[src/rtl/finite_difference_derivatives_top_macros.svh]
// Assertion macros shared by the derivative block's modules.
`ifndef FINITE_DIFFERENCE_DERIVATIVES_TOP_MACROS_SVH
`define FINITE_DIFFERENCE_DERIVATIVES_TOP_MACROS_SVH

// Check a property on every rising clock edge outside reset.
`define FDD_ASSERT(label, prop, msg) \
   label: assert property (@(posedge clock) disable iff (reset) (prop)) else $error(msg);

// Check a property on every rising clock edge, reset included.
`define FDD_ASSERT_ALWAYS(label, prop, msg) \
   label: assert property (@(posedge clock) (prop)) else $error(msg);

`endif

[src/rtl/fdd_pkg.sv]
// Package: shared types and constants of the finite-difference derivative block.
`timescale 1ns / 1ps
package fdd_pkg;

   localparam int unsigned MAX_POINTS_DEFAULT = 4096;
   localparam int unsigned QUEUE_DEPTH        = 4;
   localparam int unsigned DATA_W             = 32;
   localparam int unsigned IDX_W              = 12;
   localparam int unsigned STATUS_W           = 2;
   localparam int unsigned CSR_IDX_W          = 4;

   localparam logic [CSR_IDX_W-1:0] CSR_HALF_INV_SPACING = 4'd0;
   localparam logic [CSR_IDX_W-1:0] CSR_INV_SPACING_SQ   = 4'd1;

   localparam logic [DATA_W-1:0] SCALE_RESET = 32'h0001_0000;

   localparam logic [STATUS_W-1:0] STATUS_OK       = 2'd0;
   localparam logic [STATUS_W-1:0] STATUS_SHORT    = 2'd1;
   localparam logic [STATUS_W-1:0] STATUS_OVERFLOW = 2'd2;

   typedef enum logic [2:0] {
      JOB_HEAD,
      JOB_INTERIOR,
      JOB_TAIL,
      JOB_SHORT,
      JOB_OVERFLOW
   } job_kind_type;

   typedef enum logic [2:0] {
      ST_FORWARD,
      ST_CENTRAL_LO,
      ST_CENTRAL_HI,
      ST_BACKWARD,
      ST_ZERO
   } stencil_type;

   typedef struct packed {
      job_kind_type                  kind;
      logic [IDX_W-1:0]              base;
      logic [3:0][DATA_W-1:0]        win;
   } job_type;

endpackage

[src/rtl/fdd_queue.sv]
// Job queue between the front end and the arithmetic back end.
`timescale 1ns / 1ps
`include "finite_difference_derivatives_top_macros.svh"
module fdd_queue (
   input  logic              clock,
   input  logic              reset,
   input  logic              push,
   input  fdd_pkg::job_type  push_job,
   output logic              full,
   input  logic              pop,
   output logic              empty,
   output fdd_pkg::job_type  head
);
   localparam int unsigned DEPTH = fdd_pkg::QUEUE_DEPTH;
   localparam int unsigned PTR_W = $clog2(DEPTH);
   localparam int unsigned CNT_W = $clog2(DEPTH + 1);

   fdd_pkg::job_type    entry_ff [DEPTH];
   logic [PTR_W-1:0]    wr_ptr_ff, wr_ptr_in, rd_ptr_ff, rd_ptr_in;
   logic [CNT_W-1:0]    count_ff, count_in;

   assign full  = (count_ff == CNT_W'(DEPTH));
   assign empty = (count_ff == '0);
   assign head  = entry_ff[rd_ptr_ff];

   always_comb begin
      wr_ptr_in = push ? wr_ptr_ff + PTR_W'(1) : wr_ptr_ff;
      rd_ptr_in = pop  ? rd_ptr_ff + PTR_W'(1) : rd_ptr_ff;
      count_in  = count_ff + CNT_W'(push) - CNT_W'(pop);
   end

   always_ff @(posedge clock) begin
      if (reset) begin
         wr_ptr_ff <= '0;
         rd_ptr_ff <= '0;
         count_ff  <= '0;
      end else begin
         wr_ptr_ff <= wr_ptr_in;
         rd_ptr_ff <= rd_ptr_in;
         count_ff  <= count_in;
      end
   end

   always_ff @(posedge clock) begin
      if (push) begin
         entry_ff[wr_ptr_ff] <= push_job;
      end
   end

   `FDD_ASSERT(a_no_push_full, push |-> !full, "job pushed into full queue")
   `FDD_ASSERT(a_no_pop_empty, pop |-> !empty, "job popped from empty queue")
endmodule

[config.mk]
export PLATFORM = sky130hd
export DESIGN_NAME = fdd_queue
export DESIGN_NICKNAME = d
export VERILOG_FILES = /design/src/rtl/fdd_pkg.sv /design/src/rtl/fdd_queue.sv
export VERILOG_INCLUDE_DIRS = /design/src /design/src/rtl
export SDC_FILE = /design/constraint.sdc
export NUM_CORES = 1
export LEC_CHECK = 0
export ABC_AREA = 0
export BUFFER_PORTS_ARGS = -buffer_cell sky130_fd_sc_hd__buf_2
export CAP_MARGIN = 20
export CORE_MARGIN = 5
export CORE_UTILIZATION = 57
export CTS_CLUSTER_DIAMETER = 150
export DETAILED_ROUTE_END_ITERATION = 8
export HOLD_SLACK_MARGIN = 0.02
export PLACE_DENSITY = 0.84
export SYNTH_ARGS = -nofsm -noshare
export SYNTH_HDL_FRONTEND = slang
export SYNTH_SLANG_ARGS = --single-unit
export TNS_END_PERCENT = 5
[constraint.sdc]
create_clock -name clock -period 5.4 [get_ports clock]
set_input_delay 0.54 -clock clock [delete_from_list [all_inputs] [get_ports clock]]
set_output_delay 0.54 -clock clock [all_outputs]
set_load 0.01 [all_outputs]
After elaboration in Yosys (flattened, before gate mapping)
Memory sizes are Yosys's and may differ from the RTL's. A register that Yosys moved wholly into a read port is not among the register bits.
Cells that the tools add are included.

cells by class
  muxes and demuxes = 4
  reduce and logical (&&, ||, !) cells = 1
  equality and inequality tests = 1
  add/subtract/negate cells = 4

operators by type and width
  cell                 number
  $add 2x1->2 const B  2
  $mux 2               2
  $add 3x1->3          1
  $eq 3x3->1 const B   1
  $logic_not 3->1      1
  $sub 3x1->3          1
  $mux 1               2

storage, ports and cells
  word-level logic and storage cells = 14
  memories = 1
  flip-flop bits (word level) = 7
  output and inout bits = 145
  memory bits (writable) = 572
  input bits = 147

memory list
  memory    depth  bits a word  read ports  clocked after Yosys merged registers in  wr ports  line             text
  entry_ff  4      143          1           1                                        1         fdd_queue.sv:18  fdd_pkg::job_type entry_ff [DEPTH];

Logic depth before layout (Yosys ltp)
Gate-level depths: netlist of the first run.

  depth after elaboration = 3
  mapped depth = 7
  gate-level depth less buffers = 7

Least setup slack after synthesis of the first run
OpenSTA, ideal clock, no wires.

  path kind = reg-to-reg
  start = register wr_ptr_ff[0]
  end = memory entry_ff[0][0] (netlist name) (enable)
  cell stages (with the launch flop) = 4
  slack = 1065 ps
  path buffers = 0
  period minus slack after synthesis = 4335 ps
  arrival time = 3816 ps
  library setup time = 519 ps
  required time = 4881 ps
  cells stage by stage = dfxtp_1 > inv_1 > ha_1 > and2_1

RTL lines
  what                      line             text
  start: declaration        fdd_queue.sv:19  logic [PTR_W-1:0] wr_ptr_ff, wr_ptr_in, rd_ptr_ff, rd_ptr_in;
  start signal: assignment  fdd_queue.sv:38  wr_ptr_ff <= wr_ptr_in;
  end: declaration          fdd_queue.sv:18

No word-level cell before the write port.

==> results of run 1 <==
-- Yosys cell counts --
| cell type | number | area, um2 |
|---|---|---|
| sky130_fd_sc_hd__nor2b_1 | 2 | 12.5 |
| sky130_fd_sc_hd__clkbuf_1 | 7 | 26.3 |
| sky130_fd_sc_hd__a21oi_1 | 1 | 5.00 |
| sky130_fd_sc_hd__mux4_2 | 143 | 3220 |
| sky130_fd_sc_hd__edfxtp_1 | 572 | 17200 |
| sky130_fd_sc_hd__ha_1 | 6 | 75.1 |
| sky130_fd_sc_hd__and2_1 | 4 | 25.0 |
| sky130_fd_sc_hd__dfxtp_1 | 9 | 180 |
| sky130_fd_sc_hd__buf_6 | 9 | 101 |
| sky130_fd_sc_hd__xnor2_1 | 2 | 17.5 |
| sky130_fd_sc_hd__buf_2 | 16 | 80.1 |
| sky130_fd_sc_hd__nand3b_1 | 1 | 7.51 |
| sky130_fd_sc_hd__mux2i_1 | 1 | 10.0 |
| sky130_fd_sc_hd__and3_1 | 1 | 6.26 |
| sky130_fd_sc_hd__inv_1 | 6 | 22.5 |
| sky130_fd_sc_hd__xor3_1 | 1 | 23.8 |
| sky130_fd_sc_hd__fa_1 | 1 | 20.0 |
| sky130_fd_sc_hd__a21bo_2 | 1 | 10.0 |
| sky130_fd_sc_hd__nor2_1 | 5 | 18.8 |
| sky130_fd_sc_hd__nor3_1 | 1 | 5.00 |
-- cell type report --
type / instances / area [um2]
flip-flops and latches: 581 / 17400
clock inverters: 37 / 256
clock buffers: 63 / 1450
inverters: 6 / 22.5
repair buffers: 302 / 1590
diodes: 6 / 15.0
fillers: 2219 / 11800
well taps: 468 / 586
multi-input cells: 170 / 3470
-- registers in the layout (all words and copies together) (netlist names), named ones only --
signal and cells:
entry_ff 572, count_ff 3, rd_ptr_ff 2, wr_ptr_ff 2
-- stage by stage --
stage	area, um2	util	setup WS (ns)	total power [mW]	hold slack, ns
6_report	24700	0.678	2.10	9.79	0.169
5_1_grt	24700	0.677	1.84	10.1	0.141
4_1_cts	24700	0.677	1.96	9.88	0.126
3_5_place_dp	23000	0.631	2.60	6.27	0.530
3_3_place_gp	23000	0.631	2.55	6.24	0.499
2_1_floorplan	21000	-	1.07	5.89	0.492
-- report_power, final --
part           internal (mW)  switching [mW]  leakage, nW
Combinational          0.416           0.485         2.14
Sequential              5.19          0.0821         5.33
Clock                   2.06            1.56        0.847
-- worst max path at each step --
stage                           endpoint         start  slack (ns)
after floorplan           entry_ff[0][0]  wr_ptr_ff[0]        1.07
after global placement         head[133]          flop        2.55
after detailed placement       head[133]          flop        2.60
after CTS                      head[133]          flop        1.96
after global routing           head[111]          flop        1.84
final                           head[45]          flop        2.10
-- cells by family (layout without fill, tap and decap cells) --
family	after synthesis	in the layout	share of synthesized area
other	0	6	0
adder cells (fa/ha/maj)	7	7	0.00452
XOR/XNOR	3	3	0.00196
AND/OR/NAND/NOR	14	14	0.00357
AO/OA/AOI/OAI	2	2	0.000713
buffers and inverters	38	408	0.0109
flip-flops	581	581	0.825
multiplexers	144	144	0.154
-- critical path, cell delays in order, from the launching register on --
cell                      delay [ns]
sky130_fd_sc_hd__dfxtp_4        0.82
sky130_fd_sc_hd__buf_12         0.45
sky130_fd_sc_hd__mux4_2         0.59
sky130_fd_sc_hd__buf_2          0.16
-- routing by layer --
metal  global-route usage  part of all wire  up-vias
li1                     -                 -     4070
met1                0.271              0.38     4965
met2                0.322              0.50      391
met3               0.0592             0.087       81
met4               0.0667             0.027       12
met5                    0            0.0020        -
==> results.txt, run 1 <==
----------------------------------------------------
[Outcome]
  Status ... finished clean

[CTS]
  Cell at the root of the clock tree ... sky130_fd_sc_hd__clkbuf_16
  Clock slew at the register clock pins of the worst setup and hold paths ... 0.06 ns
  Post-CTS Setup Inserts ... 0
  Clock tree from TritonCTS ... built
  Buffer depth of the longest clock path ... 3
  TritonCTS Sinks ... 581
  Later-pin clock latency in the skew report ... 0.58 ns
  Post-CTS Hold Fix Bufs ... 0
  Post-cts gate resize count ... 0
  Total clock buffers created by CTS ... 54
  H-tree level count ... 2

[Min path]
  End of the worst hold path ... entry_ff[0][133]
  Count of cells along the worst hold path ... 1
  Min-Delay Startpoint ... push_job[133]
  Min-Delay Path Class ... in -> reg

[Route]
  Number of DRC violations after detailed routing ... 0
  WL/cell ... 25.0 um
  Number of vias after detailed routing ... 9,519
  Number of nets still failing antenna checks after routing ... 0
  Number of iterations in the first detailed-routing pass ... 5
  Total wirelength of the detailed-routed design ... 40.9 mm
  Detail-routed via count per cell ... 5.83
  DRT iter0 DRCs ... 634

[STA]
  Pin slew with the least headroom to its limit ... 1.04 ns
  Worst clock skew ... 0.00854 ns
  Final Cycle Share ... 0.611
  Fmax ... 303 MHz
  Post-Route Setup TNS ... 0 ns
  Remaining max-slew budget at the tightest pin ... 0.304
  Max-slew violation count ... 0
  Setup repair after global routing missed its margin ... no
  Number of hold violations in the final report ... 0
  Number of setup violations in the final report ... 0
  Minimum period implied by the final worst setup slack ... 3.30 ns

[Layout]
  Area growth syn-to-layout ... 17.6%
  Final net count ... 1,269
  Share of cells above drive strength 1 ... 0.460
  Most common cell after layout, fill and taps aside ... sky130_fd_sc_hd__edfxtp_1
  Number of non-filler instances in the completed layout ... 1,633
  Commonest cells after routing, fill and taps aside ... 572 x sky130_fd_sc_hd__edfxtp_1, 291 x sky130_fd_sc_hd__buf_2, 143 x sky130_fd_sc_hd__mux4_2

[Place]
  Last weighted congestion value of the routability-driven placer ... 0.743
  Post-detailed-placement half-perimeter wirelength ... 23.9 mm
  Number of buffer cells added on primary ports ... 291
  Post-placement cell count ... 1,527

[Floorplan]
  Die height ... 202 um
  Starting density of the core ... 0.576
  Core area ... 36,500 um2
  Die Wd ... 202 um
  Floorplan die area ... 40,900 um2
  Count of pins on the block boundary ... 292
  Row cnt ... 70

[Yosys]
  Average footprint of a synthesized cell ... 26.7 um2
  Cell count after synthesis ... 789
  Net count after synthesis ... 943
  Sequential-to-total area share from yosys stat ... 0.825
  Warning count from the yosys run ... 0
  #FFs+latches synth ... 581
  Cell Area, Synth ... 21,000 um2
  Number of distinct standard cells referenced by the synthesized netlist ... 20

[Setup path]
  Maximum fanout encountered on the critical timing path ... 64
  Kind of launch point of the worst setup path ... flop
  Worst-case reg-to-reg path depth ... 4
  Worst flop-to-flop path startpoint ... wr_ptr_ff[0]
  Arrival time reported for the critical path endpoint ... 2.76 ns
  Crit path required time ... 4.86 ns
  Worst Setup Path Type ... reg -> out
  Sort of element at the end of the critical path ... output pin
  R2r endpoint ... entry_ff[0][138]
  Reg2reg setup slack ... 2.99 ns

[Global route]
  Total congestion overflow after global routing ... 0
  Largest net degree at the start of global routing ... 87
  Antenna violations before repair ... 11
  Number of global-route vias before repair ... 10,200
  First-pass GRT wire length ... 62.0 mm
  Overall global routing resource usage ... 0.201

[Power and ir drop]
  Static Leakage ... 8.31 nW
  Power per standard cell area ... 395 nW/um2
  Peak supply drop ... 0.467 mV

[Run]
  Max-Cap Viols ... 0

----------------------------------------------------
(Power assumes the default switching activity.)
==> run 2: changes to the inputs <==
==> constraint.sdc (replaced) <==
create_clock -name clock -period 3.35 [get_ports clock]
set_input_delay 0.335 -clock clock [delete_from_list [all_inputs] [get_ports clock]]
set_output_delay 0.335 -clock clock [all_outputs]
set_load 0.01 [all_outputs]
==> run 2 against run 1 <==
Global-route usage is 2.6 points higher. Final cell count up 8.8%. Count of clock-buffer cells in the layout unchanged. Non-clock buffer count increased by 148. Largest power group unchanged. Highest routed layer unchanged.
==> results.txt, run 2 (synthesis results as in run 1) <==
----------------------------------------------------
[Outcome]
  Status ... finished clean

[Setup path]
  Endpoint of the most critical setup path ... head[68]
  Sort of element at the end of the critical path ... output pin
  Arrival time reported for the critical path endpoint ... 2.31 ns
  Maximum fanout encountered on the critical timing path ... 45
  Worst-case reg-to-reg path depth ... 4
  R2r endpoint ... entry_ff[0][104]
  Worst Setup Path Type ... reg -> out
  Crit path required time ... 3.01 ns
  Reg2reg setup slack ... 1.31 ns
  Kind of launch point of the worst setup path ... flop
  Worst flop-to-flop path startpoint ... wr_ptr_ff[0]

[CTS]
  Later-pin clock latency in the skew report ... 0.59 ns
  Cell at the root of the clock tree ... sky130_fd_sc_hd__clkbuf_16
  Clock slew at the register clock pins of the worst setup and hold paths ... 0.06 ns
  Post-cts gate resize count ... 0
  H-tree level count ... 2
  Post-CTS Setup Inserts ... 0
  Post-CTS Hold Fix Bufs ... 144
  TritonCTS Sinks ... 581
  Clock tree from TritonCTS ... built
  Buffer depth of the longest clock path ... 3
  Total clock buffers created by CTS ... 54

[STA]
  Final setup margin ... 0.705 ns
  Remaining max-slew budget at the tightest pin ... 0.578
  Worst clock skew ... 0.0182 ns
  Max-slew violation count ... 0
  Minimum period implied by the final worst setup slack ... 2.65 ns
  Setup repair after global routing missed its margin ... no
  Number of setup violations in the final report ... 0
  Fmax ... 378 MHz
  Pin slew with the least headroom to its limit ... 0.634 ns
  Final Cycle Share ... 0.790
  Number of hold violations in the final report ... 0

[Floorplan]
  Starting density of the core ... 0.576
  Core area ... 36,500 um2
  Die Wd ... 202 um
  Count of pins on the block boundary ... 292
  Row cnt ... 70
  Floorplan die area ... 40,900 um2
  Die height ... 202 um

[Layout]
  Most common cell after layout, fill and taps aside ... sky130_fd_sc_hd__edfxtp_1
  Final net count ... 1,417
  Area growth syn-to-layout ... 25.4%
  Flip-flop count of the largest register after layout ... 572
  Reg with most FFs ... entry_ff
  Number of non-filler instances in the completed layout ... 1,776
  Regs by FF count ... entry_ff: 572 flops, count_ff: 3 flops
  Commonest cells after routing, fill and taps aside ... 572 x sky130_fd_sc_hd__edfxtp_1, 291 x sky130_fd_sc_hd__buf_2, 144 x sky130_fd_sc_hd__dlygate4sd3_1
  Share of cells above drive strength 1 ... 0.408

[Place]
  Worst-case setup slack after placement ... 1.29 ns
  Number of buffer cells added on primary ports ... 291
  Last weighted congestion value of the routability-driven placer ... 0.717
  Post-detailed-placement half-perimeter wirelength ... 24.6 mm
  Post-placement cell count ... 1,531

[Global route]
  First-pass GRT wire length ... 69.6 mm
  Antenna violations before repair ... 4
  Largest net degree at the start of global routing ... 84
  Number of global-route vias before repair ... 11,100
  Overall global routing resource usage ... 0.227
  Total congestion overflow after global routing ... 0

[Route]
  Number of DRC violations after detailed routing ... 0
  WL/cell ... 25.9 um
  Total wirelength of the detailed-routed design ... 46.1 mm
  Number of vias after detailed routing ... 10,300
  Number of iterations in the first detailed-routing pass ... 5
  Number of nets still failing antenna checks after routing ... 0
  Detail-routed via count per cell ... 5.77
  DRT iter0 DRCs ... 734

[Power and ir drop]
  Peak supply drop ... 0.575 mV
  Static Leakage ... 8.98 nW
  Power per standard cell area ... 618 nW/um2

[Min path]
  Count of cells along the worst hold path ... 3
  Min-Delay Path Class ... in -> reg

[Run]
  Max-Cap Viols ... 0

----------------------------------------------------
-- run 2: layer usage --
layer | vias up | routed length (um) | GRT usage
met4 | 4 | 1130 | 0.0691
li1 | 4365 | - | -
met2 | 468 | 24400 | 0.388
met1 | 5351 | 17000 | 0.295
met3 | 66 | 3500 | 0.0537
met5 | - | 19 | 0
-- run 2: final cells by class --
type                       instances  area, um2
clock buffer                      63       1410
sequential                       581      17400
fill                            1952      10100
timing repair buffer             450       3160
inverter                           6       22.5
clock inverter                    36        378
antenna                            2       5.00
tap                              468        586
multi-input combinational        170       3470
-- run 2: worst min-delay path by stage --
| stage | from | to | slack, ns |
|---|---|---|---|
| 6_report | pop | flop | 0.14 |
| 5_1_grt | pop | rd_ptr_ff[0] | 0.14 |
| 4_1_cts | pop | flop | 0.10 |
| 3_5_place_dp | push_job[16] | entry_ff[0][16] | 0.55 |
| 3_3_place_gp | rd_ptr_ff[0] | flop | 0.51 |
| 2_1_floorplan | reset | count_ff[0] | 0.41 |
-- run 2: report_power, final --
| group | switching, mW | internal, mW |
|---|---|---|
| sequential | 0.110 | 8.36 |
| clock | 2.55 | 3.61 |
| combinational | 0.884 | 0.804 |
-- run 2: metrics by stage --
stage	power, mW	util	instance area, um2	hold WS (ns)	setup TNS (ns)
after floorplan	9.49	-	21000	0.407	-417.05
after global placement	10.1	0.634	23200	0.507	0
after detailed placement	10.1	0.634	23200	0.549	0
after CTS	16.4	0.722	26400	0.105	0
after global routing	16.9	0.723	26400	0.139	0
final	16.3	0.723	26400	0.142	0
-- run 2: critical path: stages, from the launching register on --
cell and delay (ns):
sky130_fd_sc_hd__dfxtp_4 0.54, sky130_fd_sc_hd__buf_12 0.35, sky130_fd_sc_hd__mux4_2 0.61, sky130_fd_sc_hd__buf_2 0.17
