### src/rtl/finite_difference_derivatives_top_macros.svh
// Assertion macros shared by the derivative block's modules.
`ifndef FINITE_DIFFERENCE_DERIVATIVES_TOP_MACROS_SVH
`define FINITE_DIFFERENCE_DERIVATIVES_TOP_MACROS_SVH

// Check a property on every rising clock edge outside reset.
`define FDD_ASSERT(label, prop, msg) \
   label: assert property (@(posedge clock) disable iff (reset) (prop)) else $error(msg);

// Check a property on every rising clock edge, reset included.
`define FDD_ASSERT_ALWAYS(label, prop, msg) \
   label: assert property (@(posedge clock) (prop)) else $error(msg);

`endif

### src/rtl/fdd_pkg.sv
// Package: shared types and constants of the finite-difference derivative block.
`timescale 1ns / 1ps
package fdd_pkg;

   localparam int unsigned MAX_POINTS_DEFAULT = 4096;
   localparam int unsigned QUEUE_DEPTH        = 4;
   localparam int unsigned DATA_W             = 32;
   localparam int unsigned IDX_W              = 12;
   localparam int unsigned STATUS_W           = 2;
   localparam int unsigned CSR_IDX_W          = 4;

   localparam logic [CSR_IDX_W-1:0] CSR_HALF_INV_SPACING = 4'd0;
   localparam logic [CSR_IDX_W-1:0] CSR_INV_SPACING_SQ   = 4'd1;

   localparam logic [DATA_W-1:0] SCALE_RESET = 32'h0001_0000;

   localparam logic [STATUS_W-1:0] STATUS_OK       = 2'd0;
   localparam logic [STATUS_W-1:0] STATUS_SHORT    = 2'd1;
   localparam logic [STATUS_W-1:0] STATUS_OVERFLOW = 2'd2;

   typedef enum logic [2:0] {
      JOB_HEAD,
      JOB_INTERIOR,
      JOB_TAIL,
      JOB_SHORT,
      JOB_OVERFLOW
   } job_kind_type;

   typedef enum logic [2:0] {
      ST_FORWARD,
      ST_CENTRAL_LO,
      ST_CENTRAL_HI,
      ST_BACKWARD,
      ST_ZERO
   } stencil_type;

   typedef struct packed {
      job_kind_type                  kind;
      logic [IDX_W-1:0]              base;
      logic [3:0][DATA_W-1:0]        win;
   } job_type;

endpackage

### src/rtl/fdd_ifs.sv
// Interfaces: sample, result and register-write channels.
`timescale 1ns / 1ps
interface fdd_req_if;
   logic                                valid;
   logic                                ready;
   logic signed [fdd_pkg::DATA_W-1:0]   sample;
   logic                                end_of_grid;
   modport source (output valid, sample, end_of_grid, input ready);
   modport sink   (input valid, sample, end_of_grid, output ready);
endinterface


### src/rtl/fdd_front.sv
// Front end: sample window, point count and job classification.
`timescale 1ns / 1ps
`include "finite_difference_derivatives_top_macros.svh"
module fdd_front #(
   parameter int unsigned MAX_POINTS = fdd_pkg::MAX_POINTS_DEFAULT
) (
   input  logic              clock,
   input  logic              reset,
   fdd_req_if.sink           req,
   input  logic              queue_full,
   output logic              push,
   output fdd_pkg::job_type  job
);
   localparam int unsigned CNT_W = $clog2(MAX_POINTS + 1);
   localparam int unsigned EXT_W = (CNT_W > fdd_pkg::IDX_W) ? CNT_W : fdd_pkg::IDX_W;

   logic [CNT_W-1:0]                      count_ff, count_in;
   logic                                  overflow_ff, overflow_in;
   logic [3:0][fdd_pkg::DATA_W-1:0]       win_ff, win_in;
   logic                                  accept, at_cap, ovf_now;
   logic [EXT_W-1:0]                      count_ext;

   assign req.ready = !queue_full;
   assign accept    = req.valid && req.ready;
   assign at_cap    = (count_ff == CNT_W'(MAX_POINTS));
   assign ovf_now   = overflow_ff || at_cap;
   assign count_ext = EXT_W'(count_ff);

   always_comb begin
      // Shift the new sample in unless the grid is full.
      if (at_cap) begin
         win_in = win_ff;
      end else begin
         win_in = {req.sample, win_ff[3], win_ff[2], win_ff[1]};
      end
      job.win  = win_in;
      job.base = fdd_pkg::IDX_W'(count_ext - EXT_W'(2));
      job.kind = fdd_pkg::JOB_INTERIOR;
      push     = 1'b0;
      count_in    = at_cap ? count_ff : count_ff + CNT_W'(1);
      overflow_in = ovf_now;
      if (req.end_of_grid) begin
         push        = accept;
         count_in    = '0;
         overflow_in = 1'b0;
         if (ovf_now) begin
            job.kind = fdd_pkg::JOB_OVERFLOW;
            job.base = '0;
         end else if (count_ff < CNT_W'(4)) begin
            job.kind = fdd_pkg::JOB_SHORT;
            job.base = '0;
         end else begin
            job.kind = fdd_pkg::JOB_TAIL;
         end
      end else if (!ovf_now) begin
         if (count_ff == CNT_W'(3)) begin
            push     = accept;
            job.kind = fdd_pkg::JOB_HEAD;
            job.base = '0;
         end else if (count_ff > CNT_W'(3)) begin
            push     = accept;
         end
      end
   end

   always_ff @(posedge clock) begin
      if (reset) begin
         count_ff    <= '0;
         overflow_ff <= 1'b0;
      end else if (accept) begin
         count_ff    <= count_in;
         overflow_ff <= overflow_in;
      end
   end

   always_ff @(posedge clock) begin
      if (accept) begin
         win_ff <= win_in;
      end
   end

   `FDD_ASSERT(a_count_in_range, count_ff <= CNT_W'(MAX_POINTS), "point count past capacity")
   `FDD_ASSERT(a_overflow_at_cap, overflow_ff |-> at_cap, "overflow flagged below capacity")
endmodule

### src/flat_wrapper.sv
// flat-port wrapper written by rule: the top's interface ports become plain ports
module fdd_front_flat 
#(
   parameter int unsigned MAX_POINTS = fdd_pkg::MAX_POINTS_DEFAULT
)
  (clock, reset, queue_full, push, job, req_valid, req_sample, req_end_of_grid, req_ready);
  fdd_req_if req_i ();
  input  logic clock;
  input  logic reset;
  input  logic queue_full;
  output logic push;
  output fdd_pkg::job_type job;
  input wire logic [$bits(req_i.valid)-1:0] req_valid;
  input wire logic [$bits(req_i.sample)-1:0] req_sample;
  input wire logic [$bits(req_i.end_of_grid)-1:0] req_end_of_grid;
  output wire logic [$bits(req_i.ready)-1:0] req_ready;
  assign req_i.valid = req_valid;
  assign req_i.sample = req_sample;
  assign req_i.end_of_grid = req_end_of_grid;
  assign req_ready = req_i.ready;
  fdd_front #(.MAX_POINTS(MAX_POINTS)) u_core (.clock(clock), .reset(reset), .req(req_i), .queue_full(queue_full), .push(push), .job(job));
endmodule
### config.mk
export PLATFORM = sky130hd
export DESIGN_NAME = fdd_front_flat
export DESIGN_NICKNAME = d
export VERILOG_FILES = /design/src/rtl/fdd_pkg.sv /design/src/rtl/fdd_ifs.sv /design/src/rtl/fdd_front.sv /design/src/flat_wrapper.sv
export VERILOG_INCLUDE_DIRS = /design/src /design/src/rtl
export SDC_FILE = /design/constraint.sdc
export NUM_CORES = 1
export LEC_CHECK = 0
export BUFFER_PORTS_ARGS = -buffer_cell sky130_fd_sc_hd__buf_2
export CORE_MARGIN = 3
export CORE_UTILIZATION = 35
export DETAILED_ROUTE_END_ITERATION = 6
export MAX_ROUTING_LAYER = met4
export PLACE_DENSITY = 0.55
export SYNTH_ARGS = -nofsm -noshare
export SYNTH_HDL_FRONTEND = slang
export SYNTH_SLANG_ARGS = --single-unit
### constraint.sdc
create_clock -name clock -period 5 [get_ports clock]
set_clock_uncertainty 0.15 [all_clocks]
set_input_delay 1 -clock clock [delete_from_list [all_inputs] [get_ports clock]]
set_output_delay 1 -clock clock [all_outputs]
set_load 0.02 [all_outputs]
* Word-level counts from Yosys, hierarchy flattened *
Index checks and enable logic that the tools add are counted.

operators by class
  eq/ne operators = 3
  add/subtract/negate cells = 2
  reductions and logical operators = 4
  div/mod/pow operators = 0
  $lt $le $gt $ge = 2
  $mul = 0
  mux-type cells = 14
  shift-type cells = 0
  bitwise logic cells = 0

operators with widths
  cell                     count
  $mux W128                1
  $mux W15                 3
  $mux W13                 3
  $add A13 B1 Y13 const B  1
  $eq A13 B13 Y1 const B   1
  $eq A13 B2 Y1 const B    1
  $gt A13 B2 Y1 const B    1
  $lt A13 B3 Y1 const B    1
  $mux W12                 1
  $sub A12 B2 Y12 const B  1
  $mux W1                  6
  $ne A2 B2 Y1 const B     1
  $reduce_and A2 Y1        1
  $logic_and A1 B1 Y1      1
  $logic_not A1 Y1         1
  $logic_or A1 B1 Y1       1

word-level totals
  logic and storage cells = 31
  output and inout port bits = 145
  register bits = 142
  bits in latches = 0
  bits in writable memories = 0
  input bits = 37
  memories kept = 0
  bits in read-only memories = 0

* Depth between registers and ports, before layout *
Gate-level depths: netlist of the first run.

  depth after elaboration = 6
  depth in mapped cells = 9
  depth with buffers taken out = 6

* Worst setup path after synthesis of the first run *
No wires, ideal clock.

  kind = input -> register
  from = input queue_full
  to = register u_core.count_ff[4], in the netlist u_core.count_ext[4]
  buffers on the path = 1
  path slack = 340 ps
  required time = 4,722 ps
  library setup time = 128 ps
  stages on the path = 5
  arrival time = 4,383 ps
  path through = nand2b_1 inv_1 a21o_1 clkbuf_1 nor2_1

between the ends
  word-level cells in the longest chain between the ends = 3

RTL lines
  element                      RTL line            source
  start: declaration           flat_wrapper.sv:10  input logic queue_full;
  $logic_not A1 Y1             fdd_front.sv:23     assign req.ready = !queue_full;
  $logic_and A1 B1 Y1          fdd_front.sv:24     assign accept = req.valid && req.ready;
  net u_core.accept            fdd_front.sv:20     logic accept, at_cap, ovf_now;
  $reduce_and A2 Y1 (no line)  --
  end signal: assignment       fdd_front.sv:71     count_ff <= count_in;
  end: declaration             fdd_front.sv:17     logic [CNT_W-1:0] count_ff, count_in;

The timed path passes the listed nets, and every way through them passes these cells.
A chain may end at the register's enable or synchronous reset.

==> results of run 1 <==
[flip-flops by register name (all words and copies together), names as in the netlist]
signal	cells
u_core.count_ext	13
u_core.overflow_ff	1
u_core.win_ff	128
[critical path, stage by stage, from the launching register on]
cell and delay (ps):
dfxtp_1 380, inv_1 110, ha_1 170, or4bb_1 540, or3_4 720, buf_4 370, nand2_1 150, nand2_1 80
buf_2 160
[cell families after synthesis]
logic type,count (synthesis)
XOR/XNOR,14
flip-flops,142
AO/OA/AOI/OAI,25
buffers and inverters,46
AND/OR/NAND/NOR,456
adder cells (fa/ha/maj),5
[worst max-delay path by stage]
stage	end	slack [ps]	cells after the start
2_1_floorplan	u_core.count_ext[4]	340	5
3_3_place_gp	job[54]	1170	8
3_5_place_dp	job[21]	1130	8
4_1_cts	job[21]	690	8
5_1_grt	job[133]	530	5
6_report	job[21]	740	8
[placed cells by master (no fill, tap or decap), types with 5 or more instances in the layout]
| cell | instances |
|---|---|
| a21oi_1 | 12 |
| xnor2_1 | 7 |
| ha_1 | 5 |
| nor2_1 | 24 |
| inv_1 | 7 |
| edfxtp_1 | 128 |
| nand3_1 | 9 |
| xor2_1 | 7 |
| nor3_1 | 5 |
| buf_2 | 181 |
| buf_4 | 7 |
| dfxtp_1 | 14 |
| nand2_1 | 389 |
| nor4_1 | 5 |
| clkbuf_16 | 17 |
| o21ai_0 | 6 |
[per-stage QoR]
stage,cells,setup slack (ps)
after global placement,1067,1170
after global routing,1098,528
after detailed placement,1067,1130
final,1098,743
after CTS,1098,686
after floorplan,688,340
[area by class of cell]
class | count | area, sq um | share of cell area
inverters | 8 | 32.5 | 0.00398
flip-flops and latches | 142 | 4120 | 0.505
multi-input cells | 500 | 2160 | 0.265
repair buffers | 188 | 958 | 0.117
clock inverters | 14 | 175 | 0.0214
clock buffers | 17 | 425 | 0.0521
well taps | 229 | 287 | 0.0351
[power by group]
group | total (uW) | switching, uW | internal (uW)
Sequential | 1380 | 23.1 | 1350
Combinational | 240 | 170 | 69.3
Clock | 1300 | 472 | 823
Total | 2910 | 665 | 2250
[Yosys cell counts]
| cell | number | share of area |
|---|---|---|
| a21boi_1 | 1 | 0.0012 |
| a21o_1 | 1 | 0.0012 |
| a21oi_1 | 12 | 0.0092 |
| a31oi_1 | 1 | 0.00096 |
| a41oi_1 | 1 | 0.0013 |
| and3_1 | 2 | 0.0019 |
| and4_1 | 1 | 0.0013 |
| and4b_1 | 1 | 0.0015 |
| buf_1 | 1 | 0.00058 |
| buf_2 | 20 | 0.015 |
| buf_6 | 6 | 0.010 |
| clkbuf_1 | 11 | 0.0063 |
| dfxtp_1 | 14 | 0.043 |
| edfxtp_1 | 128 | 0.59 |
| ha_1 | 5 | 0.0096 |
| inv_1 | 8 | 0.0046 |
| nand2_1 | 389 | 0.22 |
| nand2b_1 | 3 | 0.0029 |
| nand3_1 | 9 | 0.0069 |
| nand3b_1 | 1 | 0.0012 |
| nand4_1 | 4 | 0.0038 |
| nor2_1 | 24 | 0.014 |
| nor3_1 | 6 | 0.0046 |
| nor3b_1 | 1 | 0.0012 |
| nor4_1 | 5 | 0.0048 |
| nor4b_1 | 1 | 0.0013 |
| o2111ai_1 | 1 | 0.0013 |
| o21ai_0 | 6 | 0.0046 |
| o311ai_0 | 1 | 0.0013 |
| o31ai_1 | 1 | 0.0012 |
| or2_2 | 1 | 0.00096 |
| or3_1 | 4 | 0.0038 |
| or4_1 | 2 | 0.0023 |
| or4_4 | 1 | 0.0017 |
| or4bb_1 | 1 | 0.0017 |
| xnor2_1 | 7 | 0.0094 |
| xor2_1 | 7 | 0.0094 |
[layer usage]
metal,global-route usage,part of all wire,vias up
met1,0.225,0.48,2369
met3,0.0386,0.051,14
li1,-,-,2618
met4,0.0455,0.013,0
met2,0.248,0.46,151
met5,-,0,-
==> impl_results.md, run 1 <==
- Outcome: complete, no violations
- Hold-fix buffers, CTS: 0
- Rel. slew slack: 0.411
- Final Cycle Share: 0.851
- Nets: about 900
- Worst R2R End: u_core.win_ff[21]
- Syn Area/Cell: 9.48 sq um
- Total power: ~2900 uW
- Least-Margin Pin Slew: ~880 ps
- Clock Pin Slew Worst Setup and Hold Paths: roughly 60 ps
- Register area share after synthesis: 0.632
- TritonCTS buffer count: 17
- Fillers: ~1.8k
- Final hold vios: 0
- Worst Setup Path Type: reg -> out
- Peak VDD IR: 0.000191 V
- Vias per cell: around 4.7
- Clock sinks: between 100 and 150
- Dpl hpwl: between 10000 and 15000 um
- Gr usage total: 0.165
- Total gr overflow: 0
- Syn_nets: 730
- Worst hold-check path type: reg -> reg
- Setup TNS: 0 ps
- Max frequency: around 0.23 GHz
- Share of layout cells above drive strength 1: 0.254
- Synth Area in Adders: 0.00959
- Via count: approximately 5.2k
- CP Max Fanout: between 70 and 80
- Top-Level Pins: 182
- Synthesized flop and latch total: between 100 and 150
- Die ar.: roughly 20000 sq um
- CTS tree: done
- Final setup fails: 0
- Largest net degree at the start of global routing: 73
- CTS root buffer: clkbuf_16
- Detailed Routing Iterations Pass 1: 5
- FF-to-FF path depth: 7
- Ys Warns: 0
- First-pass GRT wire length: ~26000 um
- Fin. max-slew vios: 0
- Detail Route Antenna Nets: 0
- Initial antenna violation count: 0
- Hold endpoint: u_core.count_ext[0]
- GP Congestion: about 0.83
- Hold slack: 387 ps
- Critical path data required time: approximately 3900 ps
- Hold Path Depth: 2
- Die Ht: 143 um
- Clk buf depth: 2
- Placed Area: between 7000 and 8000 sq um
- Port bufs: 181
- Post-Synth Simple-Gate Area: 0.280
- N_diodes: 0
- Worst Setup SP: u_core.count_ext[1]
- RSZ-0062 raised after global routing: no
- Mapped Cells: just under 700
- Die width: roughly 140 um
- RR Startpoint: u_core.count_ext[1]
- Final min period: between 4000 and 5000 ps
- Worst skew pair latency: between 400 and 500 ps
- Final core utilization: 0.450
- Critical Path Source Type: register
- Netlist cell types: 37
- Worst setup EP type: output port
- Layout area overhead: 25.2%
- Compound-Gate Fraction of Synth Area: 0.0223
- Max Cap Viol: 0
- Initial Utilization: 0.359
- Core area: about 18000 sq um
- Post-synthesis mux area share: 0
- Remaining DRCs: 0
- Hold_sp: u_core.count_ext[0]
- Critical path arrival: 3110 ps
- Cell Area, Synth: approximately 6500 sq um
- Avg WL per Cell: between 15 and 20 um
- R2R setup slack: 2060 ps
- Drt total wl: ~17000 um
- H-tree Lvls: 4
- Vias in the first global route: roughly 4.8k
- Row count: 49
- Post-CTS setup buffer count: 0
- Leakage: 0.00372 uW
- XOR/XNOR share of the synthesized area: 0.0188
- Largest family of logic cells by synthesized area: simple AND/OR/NAND/NOR gates
- Post-cts repair resize count: 0
- 1st-iter DRT viols: 377
- Pwr Density: ~360 nW/um^2
- Design Area, Final: roughly 8000 sq um
No activity file was read; power rests on OpenSTA's default activity.
==> inputs of run 2 (changes only) <==
CORE_MARGIN = 5   (was 3)
CORE_UTILIZATION = 45   (was 35)
PLACE_DENSITY = 0.68   (was 0.55)
==> impl_results.md, run 2 (synthesis results as in run 1) <==
- Outcome: complete, no violations
- N_diodes: 0 (unchanged)
- Final setup margin: 636 ps (-107 ps)
- Dpl ws: 1050 ps (-72.3 ps)
- CP bufs+invs: 3 (unchanged)
- Die Ht: 130 um (-8.5%)
- Top-Level Pins: 182 (unchanged)
- Peak VDD IR: 0.000225 V (+18%)
- CP Max Fanout: 110 (+53%)
- Crit path max-delay cell type: or3_4
- Seq pwr share: 0.495 (+0.022)
- Die width: 130 um (-8.5%)
- Fin. max-slew vios: 0 (unchanged)
- Switching share of total power: 0.229 (+0.000852)
- Gr usage total: 0.188 (+0.0229)
- First-pass GRT wire length: 24300 um (-5.6%)
- Setup TNS: 0 ps (unchanged)
- Largest register FFs: 128 (unchanged)
- Switching Power: 638 uW (-4.1%)
- Max frequency: 0.229 GHz (-2.5%)
- Worst R2R End: u_core.win_ff[101]
- Avg WL per Cell: 15.0 um (-1.1%)
- Pint: 2140 uW (-4.5%)
- Commonest non-fill, non-tap cell in the layout: nand2_1
- Combinational Power Share: 0.086 (+0.004)
- Worst path most repeated cell: nand2_1
- Post-cts repair resize count: 0 (unchanged)
- H-tree Lvls: 4 (unchanged)
- Drt total wl: 15800 um (-5.3%)
- CTS tree: done
- Port bufs: 181 (unchanged)
- Worst skew pair latency: 410 ps (about the same)
- Row count: 44 (-10%)
- Worst Setup Path Type: reg -> out
- Largest stage delay, worst path: 820 ps (+100 ps)
- Worst hold-check path type: reg -> reg
- Max Cap Viol: 0 (unchanged)
- Initial antenna violation count: 0 (unchanged)
- R2R setup slack: 1960 ps (-100 ps)
- Die ar.: 17000 sq um (-16%)
- Final Cycle Share: 0.873 (+0.0214)
- Cell family with the largest share of critical-path delay: simple AND/OR/NAND/NOR gates
- Hold Path Depth: 2 (unchanged)
- Detailed Routing Iterations Pass 1: 4 (-1)
- RR Startpoint: u_core.count_ext[0]
- Finished Layout Cells: 1052 (-4.2%)
- Post-CTS setup buffer count: 0 (unchanged)
- Critical path data required time: 3850 ps (about the same)
- Pwr Density: 346 nW/um^2 (-3.0%)
- Via count: 5155 (+0.058%)
- Crit-path cells: inv_1, ha_1, or4bb_1, or3_4, buf_4, nand2_1, nand2_1, buf_2
- Worst setup EP type: output port
- Core area: 14400 sq um (-21%)
- Hold_sp: u_core.count_ext[0]
- Dpl hpwl: 10600 um (-4.9%)
- Share of layout cells above drive strength 1: 0.247 (-0.00777)
- Hold-fix buffers, CTS: 0 (unchanged)
- Final min period: 4360 ps (+107 ps)
- CTS root buffer: clkbuf_16
- TritonCTS buffer count: 17 (unchanged)
- Vias in the first global route: 4707 (-2.5%)
- RSZ-0062 raised after global routing: no
- Rel. slew slack: 0.240 (-0.171)
- Clock sinks: 142 (unchanged)
- Clock Pin Slew Worst Setup and Hold Paths: 60 ps (about the same)
- Largest net degree at the start of global routing: 111 (+52%)
- Critical Path Source Type: register
- Nets: 897 (-0.22%)
- Initial Utilization: 0.454 (+0.0945)
- Most frequent cells in the layout: nand2_1, buf_2, edfxtp_1, nor2_1, clkbuf_16
- Total power: 2780 uW (-4.4%)
- Clk buf depth: 2 (unchanged)
- Leakage: 0.00369 uW (-0.84%)
- Clk network pwr share: 0.420 (-0.025)
- Remaining DRCs: 0 (unchanged)
- Least-Margin Pin Slew: 1140 ps (+260 ps)
- Final hold vios: 0 (unchanged)
- Layout area overhead: 23.4%
- 1st-iter DRT viols: 429 (+14%)
- Total gr overflow: 0 (unchanged)
- Cells after DPL: 1020 (-4.4%)
- Critical path arrival: 3210 ps (+100 ps)
- FF-to-FF path depth: 7 (unchanged)
- Fillers: 1303 (-27%)
- Biggest register: u_core.win_ff
- Vias per cell: 4.90 (+4.4%)
- GP Congestion: 0.913 (+9.7%)
- Detail Route Antenna Nets: 0 (unchanged)
- Hold endpoint: u_core.count_ext[0]
- Final setup fails: 0 (unchanged)
-- run 2: changes by cell type in the layout (fill, tap and decap cells not counted) --
cell and change:
clkinv_1 +2, clkbuf_1 +4, clkinv_4 -1, bufinv_16 -2, buf_4 -3, buf_12 +1, clkinvlp_4 -2
-- run 2: power groups by stage --
stage / Combinational, uW / Clock [uW] / Sequential [uW]
after CTS: 242 / 1190 / 1380
after floorplan: 145 / 0 / 1400
after global placement: 238 / 0 / 1400
after detailed placement: 241 / 0 / 1400
final: 238 / 1170 / 1380
after global routing: 260 / 1240 / 1380
-- run 2: worst max path at each step --
stage	startpoint	end	slack [ps]	depth (start not counted)
detailed placement	u_core.count_ext[1]	job[101]	1050	8
CTS	u_core.count_ext[0]	job[101]	600	8
floorplan	queue_full	u_core.count_ext[4]	340	5
global route	u_core.count_ext[0]	job[101]	430	8
finish	u_core.count_ext[0]	job[101]	640	8
global placement	u_core.count_ext[0]	job[73]	1130	8
-- run 2: worst register-to-register path: cells and delay by family, from the launching register on --
kind | cells | cell delay [ps]
adders and majority gates | 1 | 180
DFF | 1 | 340
buffers and inverters | 2 | 570
and+or+nand+nor | 4 | 1550
-- run 2: metrics by stage --
stage	hold slack, ps	cell area, sq um	util
finish	383	8050	0.560
CTS	382	8050	0.560
detailed placement	373	7510	0.522
global route	416	8050	0.560
floorplan	309	6520	-
global placement	358	7510	0.522
-- run 2: layout make-up --
cell class                 count  area, sq um  area share
timing repair buffer         186          956       0.119
tap                          184          230      0.0286
inverter                       8         32.5     0.00404
clock inverter                11         98.8      0.0123
clock buffer                  21          440      0.0547
multi-input combinational    500         2160       0.269
sequential                   142         4120       0.513
-- run 2: routing by layer --
metal / vias up / part of all wire / GRT usage
met3: 20 / 0.070 / 0.0447
met4: 0 / 0.017 / 0.0653
met1: 2348 / 0.46 / 0.260
met5: - / 0 / -
met2: 170 / 0.46 / 0.273
li1: 2617 / - / -
==> inputs of run 3 (changes only) <==
BUFFER_PORTS_ARGS = default   (was -buffer_cell sky130_fd_sc_hd__buf_2)
DONT_BUFFER_PORTS = 1   (was default)
PLACE_DENSITY = 0.58   (was 0.68)
==> impl_results.md, run 3 (synthesis results as in run 1) <==
- Outcome: complete, no violations
- Worst skew pair latency: 410 ps (about the same)
- Via count: 4551 (-12%)
- Total power: 2900 uW (+4.2%)
- Critical path arrival: 3170 ps (-40 ps)
- Commonest non-fill, non-tap cell in the layout: nand2_1
- Drt total wl: 15000 um (-4.7%)
- Core area: 14400 sq um (unchanged)
- N_diodes: 0 (unchanged)
- Die ar.: 17000 sq um (unchanged)
- Most frequent cells in the layout: nand2_1, edfxtp_1, nor2_1, clkbuf_16, dfxtp_1
- CTS root buffer: clkbuf_16
- Nets: 716 (-20%)
- Remaining DRCs: 0 (unchanged)
- Top-Level Pins: 182 (unchanged)
- H-tree Lvls: 4 (unchanged)
- Dpl hpwl: 10100 um (-4.4%)
- Pwr Density: 400 nW/um^2 (+16%)
- Critical Path Source Type: register
- Final core utilization: 0.504 (-0.0563)
- Worst path most repeated cell: nand2_1
- Post-cts repair resize count: 0 (unchanged)
- Fin. max-slew vios: 0 (unchanged)
- Least-Margin Pin Slew: 1000 ps (-138 ps)
- Vias in the first global route: 4334 (-7.9%)
- Layout area overhead: 11.0%
- Port bufs: 0 (-100%)
- Total gr overflow: 0 (unchanged)
- Detail Route Antenna Nets: 0 (unchanged)
- Initial Utilization: 0.454 (unchanged)
- Largest net degree at the start of global routing: 86 (-23%)
- Clock Pin Slew Worst Setup and Hold Paths: 60 ps (about the same)
- Critical path data required time: 3850 ps (about the same)
- Avg WL per Cell: 17.2 um (+15%)
- Post-CTS setup buffer count: 0 (unchanged)
- Worst hold-check path type: reg -> reg
- Final Cycle Share: 0.864 (-0.00897)
- Leakage: 0.00302 uW (-18%)
- Share of layout cells above drive strength 1: 0.0597 (-0.187)
- Max frequency: 0.232 GHz (+1.0%)
- Worst setup EP type: output port
- TritonCTS buffer count: 17 (unchanged)
- Final hold vios: 0 (unchanged)
- Final setup fails: 0 (unchanged)
- 1st-iter DRT viols: 385 (-10%)
- CP Max Fanout: 72 (-35%)
- Crit-path cells: inv_1, ha_1, or4bb_1, or3_4, buf_4, nand2_1, nand2_1
- CTS tree: done
- Worst Setup Path Type: reg -> out
- Die width: 130 um (unchanged)
- Rel. slew slack: 0.332 (+0.0920)
- Detailed Routing Iterations Pass 1: 4 (unchanged)
- Clk buf depth: 2 (unchanged)
- Setup TNS: 0 ps (unchanged)
- Crit path max-delay cell type: or3_4
- Final min period: 4320 ps (-44.9 ps)
- Die Ht: 130 um (unchanged)
- Biggest register: u_core.win_ff
- Gr usage total: 0.180 (-0.00719)
- GP Congestion: 0.888 (-2.7%)
- Largest stage delay, worst path: 680 ps (-140 ps)
- Max Cap Viol: 0 (unchanged)
- Clock sinks: 142 (unchanged)
- Initial antenna violation count: 0 (unchanged)
- Peak VDD IR: 0.000226 V (+0.12%)
- Row count: 44 (unchanged)
- Hold-fix buffers, CTS: 0 (unchanged)
- Largest register FFs: 128 (unchanged)
- Vias per cell: 5.23 (+6.6%)
- First-pass GRT wire length: 23100 um (-5.1%)
- RSZ-0062 raised after global routing: no
run 3: cell types whose count changed in the layout (fill, tap and decap cells not counted), sizes merged:
cell,change
inv,+1
buf,-181
clkinv,-8
bufinv,+1
clkinvlp,+2
clkbuf,+4
run 3: area by class of cell:
type                            instances  area (sq um)
Inverter                                8          32.5
Clock inverter                          7           123
Tap cell                              184           230
Clock buffer                           25           526
Timing Repair Buffer                    5          37.5
Multi-Input combinational cell        500          2160
Sequential cell                       142          4120
Fill cell                            1318          7130
run 3: worst paths after layout:
check | endpoint | slack, ps | depth (start not counted) | from
worst min register to register | u_core.count_ext[12] | 380 | 2 | u_core.count_ext[12]
worst max-delay path | job[19] | 680 | 7 | u_core.count_ext[0]
worst min-delay path | u_core.count_ext[12] | 380 | 2 | u_core.count_ext[12]
worst max register to register | u_core.win_ff[19] | 1770 | 7 | u_core.count_ext[0]
run 3: layer usage:
metal	GRT usage	vias up	share of wire	wire, um
li1	-	2259	-	-
met1	0.230	2121	0.44	6550
met2	0.268	158	0.47	6990
met3	0.0642	13	0.087	1310
met4	0.0647	0	0.011	161
met5	-	-	0	0
run 3: worst max-delay path: cells and delay by family, from the launching register on:
family	cells	cell delay, ps
flops	1	340
buf+inv	2	580
fa+ha+maj	1	180
simple gates	4	1580
run 3: per-stage QoR:
stage / hold WS [ps] / cells / worst slack (ps) / cell area (sq um)
after floorplan: 309 / 688 / 340 / 6520
after global placement: 339 / 839 / 1200 / 6590
after detailed placement: 344 / 839 / 1120 / 6590
after CTS: 372 / 871 / 661 / 7240
after global routing: 397 / 871 / 531 / 7240
final: 380 / 871 / 681 / 7240
run 3: power by group:
part | internal, uW | switching (uW)
combinational | 22.8 | 152
clock | 882 | 465
sequential | 1350 | 23.3
